## src/rtl/crp_delay.sv

```systemverilog
// ----------------------------------------------------------------------------
// crp_delay
// Stallable delay line that aligns a side result with the main pipeline.
// ----------------------------------------------------------------------------
module crp_delay #(
  parameter int WIDTH = 19,
  parameter int DEPTH = 16
) (
  input  logic             clk_i,
  input  logic             en_i,
  input  logic [WIDTH-1:0] data_i,
  output logic [WIDTH-1:0] data_o
);

  logic [WIDTH-1:0] tap_q [DEPTH];

  always_ff @(posedge clk_i) begin
    if (en_i) begin
      tap_q[0] <= data_i;
    end
  end

  for (genvar i = 1; i < DEPTH; i++) begin : g_tap
    always_ff @(posedge clk_i) begin
      if (en_i) begin
        tap_q[i] <= tap_q[i-1];
      end
    end
  end

  assign data_o = tap_q[DEPTH-1];

endmodule

```

## config.mk

```make
export PLATFORM = sky130hd
export DESIGN_NAME = crp_delay
export DESIGN_NICKNAME = d
export VERILOG_FILES = /design/src/rtl/crp_delay.sv
export SDC_FILE = /design/constraint.sdc
export NUM_CORES = 1
export LEC_CHECK = 0
export BUFFER_PORTS_ARGS = -buffer_cell sky130_fd_sc_hd__buf_2
export CORE_MARGIN = 2
export CORE_UTILIZATION = 64
export CTS_CLUSTER_SIZE = 10
export DETAILED_ROUTE_END_ITERATION = 8
export PLACE_DENSITY = 0.88
export REMOVE_ABC_BUFFERS = 1
export SLEW_MARGIN = 20
export SYNTH_ARGS = -nofsm -noshare
export SYNTH_HDL_FRONTEND = slang
export SYNTH_SLANG_ARGS = --single-unit
```

## constraint.sdc

```tcl
create_clock -name clk_i -period 1.8 [get_ports clk_i]
set_input_delay 0.54 -clock clk_i [delete_from_list [all_inputs] [get_ports clk_i]]
set_output_delay 0.54 -clock clk_i [all_outputs]
set_load 0.02 [all_outputs]
```

; Yosys cells after proc, flatten, opt, wreduce, memory -nomap -nowiden
; Memory sizes are Yosys's and may differ from the RTL's.
; Cells that the tools add are included.
[classes]
n_addsub = 0
multipliers = 0
div = 0
n_lt_le_gt_ge = 0
eq_ne = 0
shifts = 0
n_mux = 2
bitwise_logic = 0
n_reduce_logical = 0
[ops]
columns = cell, count
row1 = $mux 1, 2
[word_totals]
reg_bits = 0
latchBits = 0
ram_bits = 304
romBits = 0
input_bits = 21
wordCells = 3
n_memories = 1
[memory_table]
columns = memory, words, width, rd, rd_clocked_by_memory_dff, wr, line_no
row1 = tap_q, 16, 19, 16, 0, 16, 15  ; logic [WIDTH-1:0] tap_q [DEPTH];

; Longest topological paths before layout
; Gate-level depths: netlist of the first run.
[depth]
depth_word = 2
ltp_mapped = 1
mapped_depth_nobuf = 0

; Worst setup path before layout of the first run
; OpenSTA, ideal clock, no wires.
[synth_timing]
kind = flip-flop to output port
from = memory tap_q[15][0], in the netlist tap_q[7][19]
to = output data_o[0]
arrival_ns = 0.490
t_required_ns = 1.260
setup_slack_ns = 0.770
stages_incl_launch_ff = 2
path_buffers = 1
path_cell_list = edfxtp_1 > buf_4
[synth_rtl]
columns = item, line_no
row1 = from (decl), 15
row2 = to (decl), 12  ; output logic [WIDTH-1:0] data_o

==> impl_metrics.ini, run 1 <==
[setup_path]
reg2regPathDepth = 0
cp_max_fo = 1
cp-endpoint = data_o[10]
crit_start = tap_q[7][29]
path_depth = 1
rrSetupSlack_ns = 1.12
end_kind = output pin
cp_num_buf_inv = 1
crit_arrival_ns = 1.03
cpMaxStageDelayCell = edfxtp_1
crit_required_ns = 1.26
start_kind = flop
crit_chain = buf_2
rr_startpoint = tap_q[2][31]
path_class = flop to output pin
crit_family = flip-flops
r2r-end = tap_q[3][12]
cp_slowest_stage_delay_ns = 0.37

[floorplanning]
die_y_um = 124.4
io_pins = 40
std_cell_rows = 43
dieWidth_um = 124.4
core_mm2 = 0.01404
initial_core_util = 0.6603
die_area_mm2 = 0.01547

[sta]
worst_slew_pin_slew_ns = 0.2483
finalCritPeriodShare = 0.8738
finalSetupTns_ns = 0
fin_crit_ns = 1.573
finClkSkew_ns = 0.01606
whs_ns = 0.2079
setup_ws_ns = 0.2271
setup_viol = 0
fmax_ghz = 0.6358
rsz0062_at_grt = false
slew_viol_final = 0
finalHoldViolCount = 0
relSlewSlack = 0.8345

[layout]
regMostFlops = tap_q
reg_top3 = tap_q (304)
multi_input_area_um2 = 0
fin_nets = 415
syn_to_final_growth_pct = 14.99
largest_reg_flops = 304
drive_gt1_frac = 0.2317
antenna_cells = 0
regArea_mm2 = 0.009129
multi_input_cells = 0
fillers = 691

[place]
port_buffers = 39
pre_cts_ws_ns = 0.3922
hpwl_um = 5027
gp_congestion = 0.5988

[global_route]
grt_first_pass_wirelength_um = 16380
antenna_found_initial = 0
grt.total_usage = 0.1423
grt_overflow = 0
grt_pass1_vias = 3224
grt_max_degree = 49

[synth]
synthTopCellsByArea = edfxtp_1 (98%), buf_4 (1.5%)
syn_inst = 323
yosysMostFrequentCell = edfxtp_1
yosys.area.top_type = edfxtp_1
synth_edf_count = 304
yosysTopAreaCellShare = 0.9846
netlist_area_mm2 = 0.009271
synth_cell_type_count = 2
synth_seq_cells = 304
yosysSeqAreaShare = 0.9846
synthArstFlopShare = 0
avgSynthCellArea_um2 = 28.70
synth_flop_cell = edfxtp_1
yosysWarnings = 0
synth_top_cells_by_count = edfxtp_1 (304), buf_4 (19)

[clock_network]
clk_pin_slew_ns = 0.05
clock_path_buffers = 3
cts_inserted_buffers = 36
cts_tree = yes
ctsHoldBuffers = 0
cts.sinks = 304
clk_latency_ns = 0.51
cts_resized = 0
ctsHtreeMaxLevel = 2
cts_root_buf = clkbuf_16
postCtsSetupBuffers = 0

[drt]
vias = 3050
drt_iter0_markers = 177
drtPass1Iterations = 6
drc = 0
totalWireLength_um = 10580
wl_per_cell_um = 18.33
antenna_left = 0
avgViaCountPerCell = 5.286

[power]
peakVddDrop_v = 0.0009082
power.density_mw_per_mm2 = 1376
total_power_mw = 14.67
p_leak_nw = 3.679

[flow_run]
cap_violations = 0

[status]
status = finished clean

[worst_hold_path]
hold_path_class = input port to flop
per-layer routing:
layer,vias to the layer above,wire length (um),track usage
li1,1403,-,-
met1,1541,4032,0.1539
met2,80,5679,0.2494
met3,26,536,0.04253
met4,0,330,0.08063
met5,-,0,0
area by class of cell:
| type | instances | area share |
|---|---|---|
| clock buffers | 38 | 0.08720 |
| clock inverters | 3 | 0.002347 |
| flip-flops and latches | 304 | 0.8562 |
| well taps | 180 | 0.02112 |
| repair buffers | 52 | 0.03309 |
cell families (layout without fill, tap and decap cells):
logic type / count (synthesis) / in the layout / synth area share
flops: 304 / 304 / 0.9846
buf+inv: 19 / 93 / 0.01538
power breakdown:
group	switching (mW)	internal (mW)
Clock	2.41	3.63
Sequential	0.116	8.28
Combinational	0.170	0.0626
worst min path at each step:
stage	end	start	cells past startpoint	slack (ns)
2_1_floorplan	tap_q[0][19]	tap_q[0][0]	0	0.40
6_report	tap_q[0][15]	data_i[15]	1	0.21
4_1_cts	tap_q[0][9]	data_i[9]	1	0.18
3_5_place_dp	tap_q[1][33]	tap_q[1][14]	0	0.40
5_1_grt	tap_q[0][9]	data_i[9]	1	0.19
3_3_place_gp	tap_q[0][26]	tap_q[0][7]	0	0.40
cells in the final DEF, fill, tap and decap left out:
master / synthesis / layout
buf_12: 0 / 4
edfxtp_1: 304 / 304
clkinvlp_4: 0 / 1
clkbuf_1: 0 / 1
buf_4: 19 / 9
inv_6: 0 / 2
clkbuf_16: 0 / 37
buf_2: 0 / 38
buf_8: 0 / 1
stage by stage:
| stage | util | instance area (um2) | instances |
|---|---|---|---|
| 2_1_floorplan | - | 9129 | 304 |
| 3_3_place_gp | 0.6913 | 9707 | 536 |
| 3_5_place_dp | 0.6913 | 9707 | 536 |
| 4_1_cts | 0.7592 | 10660 | 577 |
| 5_1_grt | 0.7592 | 10660 | 577 |
| 6_report | 0.7592 | 10660 | 577 |
(Power assumes the default switching activity.)
==> run 2: changes to the inputs <==
CORE_MARGIN = 8   (was 2)
CORE_UTILIZATION = 50   (was 64)
PLACE_DENSITY = 0.73   (was 0.88)
==> run 2 against run 1 <==
Net effect: critical endpoint unchanged; fmax increased by 1.7%; highest routed layer unchanged; flip-flop and latch count unchanged; clock power decreased by 3.3%.
==> impl_metrics.ini, run 2 (same netlist as run 1, synthesis figures left out) <==
[setup_path]
cpMaxStageDelayCell = edfxtp_1
crit_arrival_ns = 1.01
cp_slowest_stage_delay_ns = 0.36
reg2regPathDepth = 0
start_kind = flop
crit_required_ns = 1.26
crit_family = flip-flops
rr_startpoint = tap_q[4][6]
crit_chain = buf_2
path_class = flop to output pin
crit_start = tap_q[7][29]
r2r-end = tap_q[4][25]
path_depth = 1
rrSetupSlack_ns = 1.15
cp_max_fo = 1
cp_num_buf_inv = 1
end_kind = output pin
cp-endpoint = data_o[10]

[drt]
drt_iter0_markers = 208
antenna_left = 0
totalWireLength_um = 8750
drtPass1Iterations = 4
avgViaCountPerCell = 4.758
wl_per_cell_um = 14.00
vias = 2974
drc = 0

[clock_network]
clk_pin_slew_ns = 0.05
cts_resized = 0
postCtsSetupBuffers = 0
ctsHtreeMaxLevel = 2
cts_root_buf = clkbuf_16
clock_path_buffers = 3
cts_tree = yes
cts_inserted_buffers = 36
clk_latency_ns = 0.48
cts.sinks = 304
ctsHoldBuffers = 0

[place]
gp_congestion = 0.5807
hpwl_um = 4376
port_buffers = 39
pre_cts_ws_ns = 0.3618

[layout]
antenna_cells = 0
largest_reg_flops = 304
multi_input_area_um2 = 0
syn_to_final_growth_pct = 15.53
multi_input_cells = 0
fin_nets = 412
regMostFlops = tap_q
reg_top3 = tap_q (304)
mostFrequentLayoutCell = edfxtp_1
final_cell_mix = edfxtp_1 (304), buf_2 (38), clkbuf_16 (37), buf_12 (6), buf_4 (4)
drive_gt1_frac = 0.2225

[flow_run]
cap_violations = 0

[global_route]
grt_max_degree = 48
grt.total_usage = 0.07667
grt_pass1_vias = 3049
grt_first_pass_wirelength_um = 14450
antenna_found_initial = 0
grt_overflow = 0

[sta]
rsz0062_at_grt = false
setup_ws_ns = 0.2539
relSlewSlack = 0.8025
setup_viol = 0
finalHoldViolCount = 0
finClkSkew_ns = 0.007951
finalCritPeriodShare = 0.8589
worst_slew_pin_slew_ns = 0.2962
fin_crit_ns = 1.546
finalSetupTns_ns = 0
fmax_ghz = 0.6468
slew_viol_final = 0

[worst_hold_path]
hold_path_class = input port to flop

[floorplanning]
die_area_mm2 = 0.02316
dieWidth_um = 152.2
initial_core_util = 0.5024
die_y_um = 152.2
core_mm2 = 0.01846
std_cell_rows = 50
io_pins = 40

[power]
peakVddDrop_v = 0.001068
power.density_mw_per_mm2 = 1348
total_power_mw = 14.44
p_leak_nw = 3.668

[status]
status = finished clean
[run 2: cell count changes in the layout (fill, tap and decap cells not counted)]
cell / change
clkinv_4: +1
buf_4: -5
inv_6: -2
buf_12: +2
clkinvlp_4: -1
clkbuf_1: -1
[run 2: layer usage]
layer  up-vias  GRT usage  wire length, um
met5         -          0                0
met1      1453    0.08777             3704
met4         0    0.05045              344
met2        83     0.1166             4072
li1       1399          -                -
met3        39    0.03318              628
[run 2: worst min path at each step]
stage	endpoint	slack, ns	depth (start not counted)	start
final	tap_q[0][11]	0.23	1	data_i[11]
after global routing	tap_q[0][12]	0.21	1	data_i[12]
after CTS	tap_q[0][12]	0.21	1	data_i[12]
after detailed placement	tap_q[1][10]	0.40	0	tap_q[0][29]
after global placement	tap_q[7][6]	0.40	0	tap_q[6][25]
after floorplan	tap_q[0][19]	0.40	0	tap_q[0][0]
[run 2: cell type report]
cell class / instances / area (um2)
Tap cell: 234 / 292.8
Fill cell: 1251 / 7744
Sequential cell: 304 / 9129
Timing Repair Buffer: 49 / 355.3
Clock inverter: 1 / 8.758
Clock buffer: 37 / 925.9
[run 2: stage by stage]
step | instance area, um2 | cells | hold slack (ns) | utilization
CTS | 10710 | 625 | 0.2077 | 0.5804
floorplan | 9129 | 304 | 0.4003 | -
detailed placement | 9777 | 587 | 0.4045 | 0.5298
finish | 10710 | 625 | 0.2336 | 0.5804
global route | 10710 | 625 | 0.2057 | 0.5804
global placement | 9777 | 587 | 0.4000 | 0.5298
[run 2: where the power goes]
part	leakage, nW	internal (mW)	switching (mW)	total, mW
combinational	0.233	0.0640	0.168	0.232
sequential	2.98	8.28	0.0938	8.37
clock	0.460	3.60	2.24	5.84
total	3.67	11.9	2.50	14.4
==> run 3: changes to the inputs <==
CELL_PAD_IN_SITES_DETAIL_PLACEMENT = 0   (was not set)
CELL_PAD_IN_SITES_GLOBAL_PLACEMENT = 1   (was not set)
PLACE_DENSITY = 0.78   (was 0.73)
==> run 3 against run 2 <==
Net effect: clock skew increased by 0.0014 ns; combinational power about the same; via count increased by 2.0%; register-to-register slack about the same; cell count increased by 1.3%; largest power group unchanged; highest routed layer unchanged.
==> impl_metrics.ini, run 3 (same netlist as run 1, synthesis figures left out) <==
[layout]
drive_gt1_frac = 0.2381
final_cell_mix = edfxtp_1 (304), buf_2 (38), clkbuf_16 (37), buf_4 (12), buf_12 (4)
antenna_cells = 0
multi_input_area_um2 = 0
mostFrequentLayoutCell = edfxtp_1
syn_to_final_growth_pct = 15.94
reg_top3 = tap_q (304)
fin_cells = 633
largest_reg_flops = 304
multi_input_cells = 0
fin_nets = 418
fillers = 1277
stdcell_area_mm2 = 0.01075
regArea_mm2 = 0.009129
regMostFlops = tap_q

[worst_hold_path]
hold_path_class = input port to flop
holdPathStages = 1
min_from = data_i[9]
whs_endpoint = tap_q[0][9]

[place]
hpwl_um = 4633
port_buffers = 39
gp_congestion = 0.6028
numPlacedInstances = 593
dpl_cell_area_mm2 = 0.009797

[global_route]
grt_pass1_vias = 3127
antenna_found_initial = 0
grt_overflow = 0
grt_max_degree = 45
grt_first_pass_wirelength_um = 14720
grt.total_usage = 0.07871

[sta]
fmax_ghz = 0.6400
finalCritPeriodShare = 0.8680
rsz0062_at_grt = false
finClkSkew_ns = 0.009317
slew_viol_final = 0
finalSetupTns_ns = 0
worst_slew_pin_slew_ns = 0.3426
relSlewSlack = 0.7716
finalHoldViolCount = 0
fin_crit_ns = 1.562
setup_viol = 0

[drt]
drtPass1Iterations = 4
avgViaCountPerCell = 4.790
totalWireLength_um = 8868
antenna_left = 0
vias = 3032
wl_per_cell_um = 14.01
drc = 0
drt_iter0_markers = 190

[setup_path]
cp_num_buf_inv = 1
start_kind = flop
crit_chain = buf_2
end_kind = output pin
crit_family = flip-flops
path_class = flop to output pin
r2r-end = tap_q[5][0]
path_depth = 1
reg2regPathDepth = 0
cp_max_fo = 1
crit_arrival_ns = 1.02
rr_startpoint = tap_q[4][19]
cpMaxStageDelayCell = edfxtp_1
rrSetupSlack_ns = 1.14
cp_slowest_stage_delay_ns = 0.36
crit_start = tap_q[7][34]
crit_required_ns = 1.26

[power]
p_sw_mw = 2.570
power.density_mw_per_mm2 = 1352
peakVddDrop_v = 0.001028
sequentialPowerShare = 0.576
p_leak_nw = 3.697
clkPwrFrac = 0.408
p_sw_frac = 0.1768
internal_power_mw = 11.96
pwr-share-comb = 0.016

[clock_network]
cts.sinks = 304
cts_root_buf = clkbuf_16
ctsHtreeMaxLevel = 2
postCtsSetupBuffers = 0
clk_latency_ns = 0.49
clk_pin_slew_ns = 0.05
ctsHoldBuffers = 0
cts_resized = 0
cts_inserted_buffers = 36
cts_tree = yes
clock_path_buffers = 3

[floorplanning]
core_mm2 = 0.01846
die_area_mm2 = 0.02316
std_cell_rows = 50
io_pins = 40
die_y_um = 152.2
initial_core_util = 0.5024
dieWidth_um = 152.2

[status]
status = finished clean

[flow_run]
cap_violations = 0
==> run 3: worst max-delay path by stage <==
stage	to	slack, ns
after global placement	tap_q[7][25]	0.36
after floorplan	data_o[0]	0.81
after global routing	data_o[12]	0.19
final	data_o[15]	0.24
after CTS	data_o[12]	0.20
after detailed placement	tap_q[1][26]	0.32
==> run 3: area by class of cell <==
cell class | instances | area share
Timing Repair Buffer | 55 | 0.03492
Clock inverter | 3 | 0.002444
Tap cell | 234 | 0.02724
Clock buffer | 37 | 0.08614
Sequential cell | 304 | 0.8493
==> run 3: power groups by stage <==
stage          Sequential [mW]  Combinational, mW  Clock (mW)
2_1_floorplan             8.50                  0           0
3_3_place_gp              8.47              0.229           0
3_5_place_dp              8.51              0.243           0
4_1_cts                   8.38              0.243        6.11
5_1_grt                   8.40              0.258        6.40
6_report                  8.37              0.235        5.93
==> run 3: per-layer routing <==
layer  vias up  routed length, um  global-route usage
met2        77               4334              0.1259
li1       1422                  -                   -
met5         -                  0                   0
met4         0                288             0.04760
met1      1508               3653             0.08630
met3        25                592             0.03403
==> run 3: through the flow <==
stage	utilization	hold WS, ns	worst slack (ns)	power [mW]
2_1_floorplan	-	0.4003	0.8105	8.502
4_1_cts	0.5824	0.1962	0.2002	14.73
3_5_place_dp	0.5308	0.4045	0.3244	8.755
5_1_grt	0.5824	0.1955	0.1892	15.06
3_3_place_gp	0.5308	0.4001	0.3579	8.703
6_report	0.5824	0.2201	0.2376	14.53
